## src/hdl/fpfa_pkg.sv

```systemverilog
// Shared codes and types for the fixed-partition fit allocator.
// No dependencies; imported by fpfa_cell and the core top level.
package fpfa_pkg;

  // item modes
  localparam logic [1:0] MODE_CLEAR = 2'd0;
  localparam logic [1:0] MODE_LOAD  = 2'd1;
  localparam logic [1:0] MODE_ALLOC = 2'd2;

  // result status codes
  localparam logic [1:0] ST_OK   = 2'd0;
  localparam logic [1:0] ST_MISS = 2'd1;
  localparam logic [1:0] ST_FULL = 2'd2;

  // placement policies (unused code falls back to first fit)
  localparam logic [1:0] POL_FIRST = 2'd0;
  localparam logic [1:0] POL_BEST  = 2'd1;
  localparam logic [1:0] POL_WORST = 2'd2;

  // fixed port widths
  localparam int MODE_W     = 2;
  localparam int SIZE_IN_W  = 16;
  localparam int IDX_OUT_W  = 4;
  localparam int SIZE_OUT_W = 16;
  localparam int FREE_W     = 20;
  localparam logic [FREE_W-1:0] FREE_MAX = {FREE_W{1'b1}};

  // per-cell update strobes from the controller
  typedef struct packed {
    logic clr;  // drop the entry (table clear)
    logic ld;   // store a new partition size
    logic gnt;  // mark the partition as used
  } cell_ctl_t;

endpackage

```

## src/hdl/fixed_partition_fit_allocator_core.sv

```systemverilog
// Top level of the fixed-partition fit allocator: controller, free total
// and a chain of fpfa_cell slots. Depends on fpfa_pkg and fpfa_cell.
//
// Usage: an item is taken when start is high and busy is low; each item
// gives one result beat, marked by out_valid for one cycle, that cannot be
// held off. Clear and load items finish at once: the result shows in the
// cycle after the accept and busy stays low, so one such item per cycle is
// taken. An allocate item raises busy while the fit search moves through
// the cell chain one partition per clock; its result is registered at the
// end of the scan, as busy drops. Write the policy through cfg_we /
// cfg_wdata only while no item is in flight.
module fixed_partition_fit_allocator_core #(
  parameter int NUM_PARTITIONS = 16,
  parameter int SIZE_BITS      = 16
) (
  input  logic                               clk,
  input  logic                               rst_n,
  input  logic                               cfg_we,
  input  logic [1:0]                         cfg_wdata,
  input  logic                               start,
  output logic                               busy,
  input  logic [fpfa_pkg::MODE_W-1:0]        in_mode,
  input  logic [fpfa_pkg::SIZE_IN_W-1:0]     in_size_value,
  output logic                               out_valid,
  output logic [1:0]                         out_status,
  output logic [fpfa_pkg::IDX_OUT_W-1:0]     out_partition_index,
  output logic [fpfa_pkg::SIZE_OUT_W-1:0]    out_partition_size,
  output logic [fpfa_pkg::FREE_W-1:0]        out_free_total,
  output logic                               out_all_granted
);
  import fpfa_pkg::*;

  localparam int IW = (NUM_PARTITIONS > 1) ? $clog2(NUM_PARTITIONS) : 1;
  localparam int CW = $clog2(NUM_PARTITIONS + 1);
  localparam int SW = ((SIZE_BITS > FREE_W) ? SIZE_BITS : FREE_W) + 1;
  localparam logic S_IDLE = 1'b0;
  localparam logic S_SCAN = 1'b1;

  logic                  state_r, state_nxt;
  logic [CW-1:0]         cnt_r, cnt_nxt;
  logic [CW-1:0]         count_r, count_nxt;
  logic [SIZE_BITS-1:0]  req_r, req_nxt;
  logic [FREE_W-1:0]     free_r, free_nxt;
  logic                  all_r, all_nxt;
  logic [1:0]            policy_r;

  logic                  out_valid_r, out_valid_nxt;
  logic [1:0]            out_status_r, out_status_nxt;
  logic [IW-1:0]         out_idx_r, out_idx_nxt;
  logic [SIZE_BITS-1:0]  out_size_r, out_size_nxt;

  logic                  accept, full, commit, grant_ok;
  logic [SIZE_BITS-1:0]  sz_in;
  logic [SW-1:0]         sum_ext;

  cell_ctl_t             ctl   [NUM_PARTITIONS];
  logic                  found [NUM_PARTITIONS];
  logic [IW-1:0]         cidx  [NUM_PARTITIONS];
  logic [SIZE_BITS-1:0]  csize [NUM_PARTITIONS];
  logic [NUM_PARTITIONS-1:0] gnt_vec;

  assign sz_in    = SIZE_BITS'(in_size_value);
  assign busy     = (state_r == S_SCAN);
  assign accept   = start && !busy;
  assign full     = (count_r == CW'(NUM_PARTITIONS));
  assign commit   = busy && (cnt_r == CW'(NUM_PARTITIONS));
  assign grant_ok = found[NUM_PARTITIONS-1] && (csize[NUM_PARTITIONS-1] >= req_r);
  assign sum_ext  = SW'(free_r) + SW'(sz_in);

  // cell chain with per-slot strobes
  for (genvar i = 0; i < NUM_PARTITIONS; i++) begin : g_cell
    logic                 in_found;
    logic [IW-1:0]        in_idx;
    logic [SIZE_BITS-1:0] in_size;

    assign ctl[i].clr = accept && (in_mode == MODE_CLEAR);
    assign ctl[i].ld  = accept && (in_mode == MODE_LOAD) && !full &&
                        (count_r[IW-1:0] == IW'(i));
    assign ctl[i].gnt = commit && grant_ok && (cidx[NUM_PARTITIONS-1] == IW'(i));
    assign gnt_vec[i] = ctl[i].gnt;

    if (i == 0) begin : g_seed
      assign in_found = 1'b0;
      assign in_idx   = '0;
      assign in_size  = '0;
    end else begin : g_link
      assign in_found = found[i-1];
      assign in_idx   = cidx[i-1];
      assign in_size  = csize[i-1];
    end

    fpfa_cell #(
      .SIZE_BITS (SIZE_BITS),
      .IW        (IW),
      .CELL_IDX  (i)
    ) u_cell (
      .clk        (clk),
      .rst_n      (rst_n),
      .ctl        (ctl[i]),
      .ld_size    (sz_in),
      .policy     (policy_r),
      .req        (req_r),
      .cin_found  (in_found),
      .cin_idx    (in_idx),
      .cin_size   (in_size),
      .cout_found (found[i]),
      .cout_idx   (cidx[i]),
      .cout_size  (csize[i])
    );
  end

  // controller: immediate clear/load, chain scan for allocate
  always_comb begin
    state_nxt      = state_r;
    cnt_nxt        = cnt_r;
    count_nxt      = count_r;
    req_nxt        = req_r;
    free_nxt       = free_r;
    all_nxt        = all_r;
    out_valid_nxt  = 1'b0;
    out_status_nxt = out_status_r;
    out_idx_nxt    = out_idx_r;
    out_size_nxt   = out_size_r;

    if (accept) begin
      out_status_nxt = ST_OK;
      out_idx_nxt    = '0;
      out_size_nxt   = '0;
      case (in_mode)
        MODE_CLEAR: begin
          count_nxt     = '0;
          free_nxt      = '0;
          all_nxt       = 1'b1;
          out_valid_nxt = 1'b1;
        end
        MODE_LOAD: begin
          if (full) begin
            out_status_nxt = ST_FULL;
          end else begin
            out_idx_nxt = count_r[IW-1:0];
            count_nxt   = count_r + CW'(1);
            if (sum_ext > SW'(FREE_MAX)) begin
              free_nxt = FREE_MAX;
            end else begin
              free_nxt = FREE_W'(sum_ext);
            end
          end
          out_valid_nxt = 1'b1;
        end
        MODE_ALLOC: begin
          req_nxt   = sz_in;
          cnt_nxt   = '0;
          state_nxt = S_SCAN;
        end
        default: begin
          out_valid_nxt = 1'b1;
        end
      endcase
    end else if (busy) begin
      if (commit) begin
        state_nxt     = S_IDLE;
        out_valid_nxt = 1'b1;
        if (grant_ok) begin
          out_status_nxt = ST_OK;
          out_idx_nxt    = cidx[NUM_PARTITIONS-1];
          out_size_nxt   = csize[NUM_PARTITIONS-1];
          if (SW'(free_r) >= SW'(req_r)) begin
            free_nxt = FREE_W'(SW'(free_r) - SW'(req_r));
          end else begin
            free_nxt = '0;
          end
        end else begin
          out_status_nxt = ST_MISS;
          out_idx_nxt    = '0;
          out_size_nxt   = '0;
          all_nxt        = 1'b0;
        end
      end else begin
        cnt_nxt = cnt_r + CW'(1);
      end
    end
  end

  // control registers
  always_ff @(posedge clk) begin
    if (!rst_n) begin
      state_r     <= S_IDLE;
      cnt_r       <= '0;
      count_r     <= '0;
      free_r      <= '0;
      all_r       <= 1'b1;
      policy_r    <= POL_FIRST;
      out_valid_r <= 1'b0;
    end else begin
      state_r     <= state_nxt;
      cnt_r       <= cnt_nxt;
      count_r     <= count_nxt;
      free_r      <= free_nxt;
      all_r       <= all_nxt;
      out_valid_r <= out_valid_nxt;
      if (cfg_we) begin
        policy_r <= cfg_wdata;
      end
    end
  end

  // payload registers
  always_ff @(posedge clk) begin
    req_r        <= req_nxt;
    out_status_r <= out_status_nxt;
    out_idx_r    <= out_idx_nxt;
    out_size_r   <= out_size_nxt;
  end

  // drive the result beat
  assign out_valid           = out_valid_r;
  assign out_status          = out_status_r;
  assign out_partition_index = IDX_OUT_W'(out_idx_r);
  assign out_partition_size  = SIZE_OUT_W'(out_size_r);
  assign out_free_total      = free_r;
  assign out_all_granted     = all_r;

  // an allocate beat always enters the scan
  a_alloc_scan: assert property (@(posedge clk) disable iff (!rst_n)
    (accept && (in_mode == MODE_ALLOC)) |=> busy)
    else $error("allocate beat did not start a scan");

  // at most one slot marked used per grant
  a_one_grant: assert property (@(posedge clk) disable iff (!rst_n)
    $onehot0(gnt_vec))
    else $error("more than one partition granted");

  // scan counter stays within the chain length
  a_cnt_range: assert property (@(posedge clk) disable iff (!rst_n)
    busy |-> (cnt_r <= CW'(NUM_PARTITIONS)))
    else $error("scan counter out of range");

  // table-full status only with a full table
  a_full_status: assert property (@(posedge clk) disable iff (!rst_n)
    (out_valid && (out_status == ST_FULL)) |-> (count_r == CW'(NUM_PARTITIONS)))
    else $error("table full reported with free slots");

endmodule

```

## src/hdl/fpfa_cell.sv

```systemverilog
// One partition slot of the allocator chain: holds size, used and valid,
// and passes the running candidate of the fit search to its neighbor.
// Depends on fpfa_pkg.
module fpfa_cell #(
  parameter int SIZE_BITS = 16,
  parameter int IW        = 4,
  parameter int CELL_IDX  = 0
) (
  input  logic                  clk,
  input  logic                  rst_n,
  input  fpfa_pkg::cell_ctl_t   ctl,
  input  logic [SIZE_BITS-1:0]  ld_size,
  input  logic [1:0]            policy,
  input  logic [SIZE_BITS-1:0]  req,
  input  logic                  cin_found,
  input  logic [IW-1:0]         cin_idx,
  input  logic [SIZE_BITS-1:0]  cin_size,
  output logic                  cout_found,
  output logic [IW-1:0]         cout_idx,
  output logic [SIZE_BITS-1:0]  cout_size
);
  import fpfa_pkg::*;

  logic                 valid_r, valid_nxt;
  logic                 used_r, used_nxt;
  logic [SIZE_BITS-1:0] size_r;
  logic                 found_r, found_nxt;
  logic [IW-1:0]        idx_r, idx_nxt;
  logic [SIZE_BITS-1:0] csize_r, csize_nxt;
  logic                 eligible, take;

  // entry state
  always_comb begin
    valid_nxt = valid_r;
    used_nxt  = used_r;
    if (ctl.clr) begin
      valid_nxt = 1'b0;
      used_nxt  = 1'b0;
    end else if (ctl.ld) begin
      valid_nxt = 1'b1;
      used_nxt  = 1'b0;
    end else if (ctl.gnt) begin
      used_nxt  = 1'b1;
    end
  end

  // decide whether this slot replaces the incoming candidate
  always_comb begin
    eligible = valid_r && !used_r && ((policy == POL_WORST) || (size_r >= req));
    case (policy)
      POL_BEST:  take = eligible && (!cin_found || (size_r < cin_size));
      POL_WORST: take = eligible && (!cin_found || (size_r > cin_size));
      default:   take = eligible && !cin_found;
    endcase
    if (take) begin
      found_nxt = 1'b1;
      idx_nxt   = IW'(CELL_IDX);
      csize_nxt = size_r;
    end else begin
      found_nxt = cin_found;
      idx_nxt   = cin_idx;
      csize_nxt = cin_size;
    end
  end

  always_ff @(posedge clk) begin
    if (!rst_n) begin
      valid_r <= 1'b0;
      used_r  <= 1'b0;
      found_r <= 1'b0;
    end else begin
      valid_r <= valid_nxt;
      used_r  <= used_nxt;
      found_r <= found_nxt;
    end
  end

  // payload: size and candidate data
  always_ff @(posedge clk) begin
    if (ctl.ld) begin
      size_r <= ld_size;
    end
    idx_r   <= idx_nxt;
    csize_r <= csize_nxt;
  end

  assign cout_found = found_r;
  assign cout_idx   = idx_r;
  assign cout_size  = csize_r;

endmodule
```

## config.mk

```make
export PLATFORM = sky130hd
export DESIGN_NAME = fixed_partition_fit_allocator_core
export DESIGN_NICKNAME = d
export VERILOG_FILES = /design/src/hdl/fpfa_pkg.sv /design/src/hdl/fixed_partition_fit_allocator_core.sv /design/src/hdl/fpfa_cell.sv
export SDC_FILE = /design/constraint.sdc
export NUM_CORES = 2
export LEC_CHECK = 0
export ABC_CLOCK_PERIOD_IN_PS = 5100
export BUFFER_PORTS_ARGS = -buffer_cell sky130_fd_sc_hd__clkbuf_2
export CAP_MARGIN = 0
export CORE_ASPECT_RATIO = 1.2
export CORE_MARGIN = 3
export CORE_UTILIZATION = 38
export DETAILED_ROUTE_END_ITERATION = 6
export MAX_ROUTING_LAYER = met4
export PLACE_DENSITY = 0.54
export SYNTH_ARGS = -nofsm -noshare
export SYNTH_HDL_FRONTEND = slang
export SYNTH_SLANG_ARGS = --single-unit
```

## constraint.sdc

```tcl
create_clock -name clk -period 5.1 [get_ports clk]
set_clock_uncertainty 0.1 [all_clocks]
set_input_delay 0.765 -clock clk [delete_from_list [all_inputs] [get_ports clk]]
set_output_delay 0.765 -clock clk [all_outputs]
set_load 0.02 [all_outputs]
```

* After elaboration in Yosys (flattened, before gate mapping) *
Cells that the tools add are included.

storage, ports and cells
  bits in registers = 682
  output and inout port bits = 45
  word-level logic and storage cells = 516
  input bits = 24

operators by class
  $lt $le $gt $ge = 49
  reductions and logical operators = 226
  add/sub/neg operators = 4
  eq/ne operators = 43
  bitwise operators = 1
  muxes and demuxes = 87

operators with widths
  operator              count
  $ge 16x16->1          17
  $mux 16               16
  $gt 16x16->1          15
  $lt 16x16->1          15
  $mux 20               7
  $logic_and 1x1->1     116
  $eq 4x4->1 const B    16
  $reduce_or 3->1       16
  $logic_or 1x1->1      46
  $pmux 20 s2           1
  $logic_not 1->1       33
  $eq 4x3->1 const B    8
  $mux 1                31
  $pmux 1 s2            15
  $mux 5                5
  $mux 4                6
  $add 20x16->21        1
  $gt 21x20->1 const B  1
  $ge 20x16->1          1
  $sub 20x16->20        1
  $eq 4x2->1 const B    4
  $add 5x1->5 const B   2
  $eq 5x5->1 const B    2
  $mux 2                5
  other kinds (17)      30

* Logic depth before layout (Yosys ltp) *
  depth in word-level cells = 6
  mapped depth = 13
  mapped depth without buffers = 11

* Hierarchy *
From an unflattened synthesis, not the netlist that was laid out.

unflattened totals
  cells, all modules = 3681
  area total of the unflattened synthesis = 39112.5 µm²

modules (own cells, without submodules)
  module                              cells each  sequential area each (µm²)  area each (µm²)  instances
  fpfa_cell at g_cell[10].u_cell ...  192         940.9                       2120.8           8
  fpfa_cell at g_cell[1].u_cell ...   192         940.9                       2067.0           4
  fixed_partition_fit_allocator_core  618         1681.6                      5297.6           1
  fpfa_cell at g_cell[0].u_cell       187         940.9                       2155.8           1
  fpfa_cell at g_cell[12].u_cell      193         940.9                       2147.1           1
  fpfa_cell at g_cell[15].u_cell      192         940.9                       2143.3           1
  fpfa_cell at g_cell[9].u_cell       187         940.9                       2134.5           1

* Worst setup path before layout *
OpenSTA, ideal clock, no wires.

  path kind = input port to flip-flop
  start point = in in_size_value[0] (netlist bit)
  end point = reg free_r[11], in the netlist out_free_total[11]
  library setup time = 74 ps
  data required time = 4926 ps
  buffers on the path = 2
  arrival = 2812 ps
  setup slack = 2114 ps
  stages = 12
  cell sequence = ha_1 -> inv_1 -> fa_1 -> nor2b_1 -> o21bai_1 -> a211o_1 -> a21oi_1 -> or2_2 -> clkbuf_1 -> clkbuf_1 -> o21ai_0 -> a31oi_1

between the ends
  longest elaborated chain between the ends = 6

RTL lines
  element                 line                                       source
  start: declaration      fixed_partition_fit_allocator_core.sv:23   input logic [fpfa_pkg::SIZE_IN_W-1:0] in_size_value,
  $add 20x16->21 *        fixed_partition_fit_allocator_core.sv:68   assign sum_ext = SW'(free_r) + SW'(sz_in);
  $gt 21x20->1            fixed_partition_fit_allocator_core.sv:142  if (sum_ext > SW'(FREE_MAX)) begin
  $mux 20 *               fixed_partition_fit_allocator_core.sv:142
  $mux 20 *               fixed_partition_fit_allocator_core.sv:137  if (full) begin
  $pmux 20 s2 *           fixed_partition_fit_allocator_core.sv:129  case (in_mode)
  $mux 20 *               fixed_partition_fit_allocator_core.sv:125  if (accept) begin
  end signal: assignment  fixed_partition_fit_allocator_core.sv:198  free_r <= free_nxt;
  end: declaration        fixed_partition_fit_allocator_core.sv:43   logic [FREE_W-1:0] free_r, free_nxt;

Every way passes the cells marked *; elsewhere a longest branch is shown, timed or not. The select of a mux whose other input is x is not followed.
A chain may end at the register's enable or synchronous reset.

* Worst setup path in the final report *
  start point = reg req_r[6]
  end point = reg free_r[0], in the netlist out_free_total[0]

between the ends
  longest elaborated chain between the ends = 6
  elaborated cells on any way between the ends = 10
  those cells by class = 2 x order compare; 5 x mux; 3 x reduce/logical

RTL lines
  element                   line                                       source
  start: declaration        fixed_partition_fit_allocator_core.sv:42   logic [SIZE_BITS-1:0] req_r, req_nxt;
  start signal: assignment  fixed_partition_fit_allocator_core.sv:209  req_r <= req_nxt;
  $ge 20x16->1              fixed_partition_fit_allocator_core.sv:167  if (SW'(free_r) >= SW'(req_r)) begin
  $mux 20                   fixed_partition_fit_allocator_core.sv:167
  $mux 20                   fixed_partition_fit_allocator_core.sv:163  if (grant_ok) begin
  $mux 20                   fixed_partition_fit_allocator_core.sv:160  if (commit) begin
  $mux 20                   fixed_partition_fit_allocator_core.sv:159  end else if (busy) begin
  $mux 20                   fixed_partition_fit_allocator_core.sv:125

Several ways; a longest one is shown, not always the timed one. The select of a mux whose other input is x is not followed.

==> impl_metrics.json <==
{
  "io_pins": 69,
  "hold_viol_final": 0,
  "highest_layer": "met4",
  "fin_nets": 3927,
  "synth_fa_ha_area_share_pct": 19.4,
  "avgSynthCellArea_sq_um": 11.2,
  "antenna_found_initial": 6,
  "multi_input_area_sq_mm": 0.0180,
  "ys_ff_latch": 682,
  "die_width_um": 286,
  "die-area_sq_mm": 0.0979,
  "worst_pin_slew_ns": 1.12,
  "wirelength_mm": 107,
  "grt_use_total_pct": 22.3,
  "cts-root-buf": "clkbuf_16",
  "via_per_inst": 5.37,
  "io_buffers": 68,
  "drive_above_1_share_pct": 15.2,
  "synthCells": 3210,
  "grt_pass1_vias": 25127,
  "fmax_ghz": 0.248,
  "yosys.area_share.simple_pct": 9.83,
  "rows": 122,
  "wl_met2_mm": 54.2,
  "clockBufferDepth": 3,
  "pwr_density_cell_mw_per_mm2": 299,
  "worstHoldPathType": "in -> reg",
  "p_leak_uw": 0.0168,
  "worst_setup_path_end_kind": "register",
  "vias": 24994,
  "grt_first_pass_wirelength_mm": 159,
  "p_int_uw": 9420,
  "crit_path_top_delay_cell": "nor2_2",
  "clkTransAtPathRegs_ns": 0.06,
  "critPathArrivalTime_ns": 4.49,
  "wl_met3_mm": 3.78,
  "fin_crit_ns": 4.04,
  "drt_first_pass_iters": 5,
  "overflow": 0,
  "gp_congestion": 0.902,
  "cts_setup_buffers": 0,
  "ant_nets": 0,
  "startpoint_type": "register",
  "fin_area_sq_mm": 0.0406,
  "drc_errors": 0,
  "finalSetupTns_ns": 0,
  "synth_top_family_by_area": "adder cells",
  "synth.area.mux_share_pct": 7.79,
  "p_clk_share_pct": 48.0,
  "ff_latch_area_sq_mm": 0.0164,
  "async_reset_ff_share_pct": 0,
  "max_stage_delay_ns": 0.80,
  "clk_latency_ns": 0.64,
  "cts.sinks": 682,
  "core_sq_mm": 0.0928,
  "pwr-share-comb_pct": 4.7,
  "timing.critical_path.mode_cell": "o21ai_0",
  "maxSlewHeadroom_pct": 25.1,
  "p_seq_share_pct": 47.3,
  "yosys_warnings": 0,
  "wl_met1_mm": 46.5,
  "synthXorXnorAreaFrac_pct": 0.783,
  "status": "finished, final reports clean",
  "synth_area_sq_mm": 0.0358,
  "grt_max_degree": 36,
  "ys.flop_type": "dfxtp_1",
  "cts_resized": 0,
  "synthDistinctLibCells": 77,
  "synth.net_count": 3787,
  "fillers": 8855,
  "area_growth_pct": 13.3,
  "htree_levels": 3,
  "crit_fanout": 25,
  "ys_seq_area_share_pct": 45.9,
  "vdd_drop_max_mv": 0.240,
  "start_util_pct": 38.6,
  "hold_buffers": 0,
  "rsz0062_at_grt": "false",
  "cts_tree": "built",
  "cts_buffers": 76,
  "slew_violations": 0,
  "crit_required_ns": 5.55,
  "drt_iter0_drc": 1583,
  "finalCritPeriodShare_pct": 79.2,
  "switching_share_pct": 22.4,
  "wl_per_cell_um": 23.0,
  "cap_violations": 0,
  "p_sw_uw": 2710,
  "finalSetupViolCount": 0,
  "path_class": "reg -> reg",
  "dp_hpwl_mm": 79.3,
  "die-height_um": 342,
  "path_cells": "inv_1, ha_1, o21ai_0, a2111oi_0, a211oi_1, nor2_2, buf_4, o21ai_0, a31oi_1",
  "synth_edf_count": 278,
  "dpl_cell_area_sq_mm": 0.0379,
  "synth-compound-area-share_pct": 12.3
}
cells by family after synthesis:
kind of cell / Yosys count
xor gates and xnor gates: 32
and+or+nand+nor: 684
adders and majority gates: 553
muxes: 246
buffers and inverters: 370
AOI/OAI and AO/OA: 643
DFF: 682
cell type report:
class | count | area share, %
Clock buffer | 105 | 5.41
Inverter | 306 | 2.83
Tap cell | 1240 | 3.83
Clock inverter | 35 | 1.14
Multi-Input combinational cell | 2158 | 44.3
Sequential cell | 682 | 40.5
Antenna cell | 1 | 0.00617
Timing Repair Buffer | 126 | 1.97
worst paths after layout:
kind | from | endpoint | slack (ns) | cells after the start
hold / removal | cfg_wdata[1] | policy_r[1] | 0.30 | 3
hold reg to reg | g_cell[12].u_cell.cout_idx[0] | g_cell[13].u_cell.cout_idx[0] | 0.31 | 1
setup / recovery | req_r[6] | out_free_total[0] | 1.06 | 9
setup reg to reg | req_r[6] | out_free_total[0] | 1.06 | 9
through the flow:
stage,utilization (%),std cells,hold WS [ns],power (uW),worst slack (ns)
global placement,40.8,4512,0.295,6420,1.17
detailed placement,40.8,4512,0.295,6430,1.16
global route,43.7,4652,0.295,12500,0.750
CTS,43.7,4652,0.255,12300,1.13
finish,43.7,4653,0.299,12100,1.06
floorplan,-,3210,0.286,6140,2.11
cell usage in the layout (no fill, tap or decap), drive strengths merged, types with 58 or more instances in the layout:
cell | netlist | routed
inv | 305 | 309
nand2 | 125 | 125
o21ai | 140 | 140
buf | 28 | 58
a21oi | 110 | 110
dfxtp | 404 | 404
ha | 551 | 551
edfxtp | 278 | 278
a21o | 99 | 99
nor2 | 157 | 157
nor3 | 66 | 66
clkbuf | 36 | 173
mux2 | 240 | 240
critical path, delay by kind of cell (launching register included):
family / cells / cell delay [ns]
AO/OA/AOI/OAI: 5 / 1.41
buffers and inverters: 2 / 0.97
AND/OR/NAND/NOR: 1 / 0.80
flip-flops: 1 / 0.35
adder cells (fa/ha/maj): 1 / 0.30
synth_stat cells, types with 9 or more instances:
library cell  number  share of area, %
a2111oi_0         22              0.54
a211o_1           10              0.24
a211oi_1          41              0.86
a21o_1            99               2.1
a21oi_1          110               1.5
a22o_1            18              0.44
a31oi_1           43              0.75
and2_1            45              0.79
and3_1            36              0.63
and4_1            18              0.44
buf_2             25              0.35
clkbuf_1          36              0.38
dfxtp_1          404                23
edfxtp_1         278                23
ha_1             551                19
inv_1            305               3.2
mux2_2           233               7.3
nand2_1          125               1.3
nand2b_1          55              0.96
nand3_1           49              0.69
nand4_1           54              0.94
nor2_1           157               1.6
nor2b_1           29              0.51
nor3_1            66              0.92
nor4_1             9              0.16
o2111ai_1         17              0.42
o211ai_1          31              0.65
o21a_1            25              0.52
o21ai_0          136               1.9
or2_2             11              0.19
xnor2_1           17              0.42
xor2_1            15              0.37
power groups by stage:
| stage | Sequential [uW] | Clock (uW) | Combinational, uW |
|---|---|---|---|
| 6_report | 5740 | 5820 | 573 |
| 5_1_grt | 5740 | 6170 | 622 |
| 4_1_cts | 5740 | 5970 | 573 |
| 3_5_place_dp | 5860 | 0 | 570 |
| 3_3_place_gp | 5860 | 0 | 567 |
| 2_1_floorplan | 5850 | 0 | 290 |
flip-flops by register name, summed over array words and instances (netlist names):
register	count
busy	1
cnt_r	5
count_r	5
g_cell.u_cell.cout_found	16
g_cell.u_cell.cout_idx	49
g_cell.u_cell.cout_size	256
g_cell.u_cell.size_r	256
g_cell.u_cell.used_r	16
g_cell.u_cell.valid_r	16
out_all_granted	1
out_free_total	20
out_partition_index	4
out_partition_size	16
out_status	2
out_valid	1
policy_r	2
req_r	16
metal layers:
metal,global-route usage (%),vias to the layer above
met4,6.25,0
met1,27.2,12150
li1,-,12153
met2,39.3,529
met3,2.20,162
met5,-,-
Power figures use the tool's default switching activity.
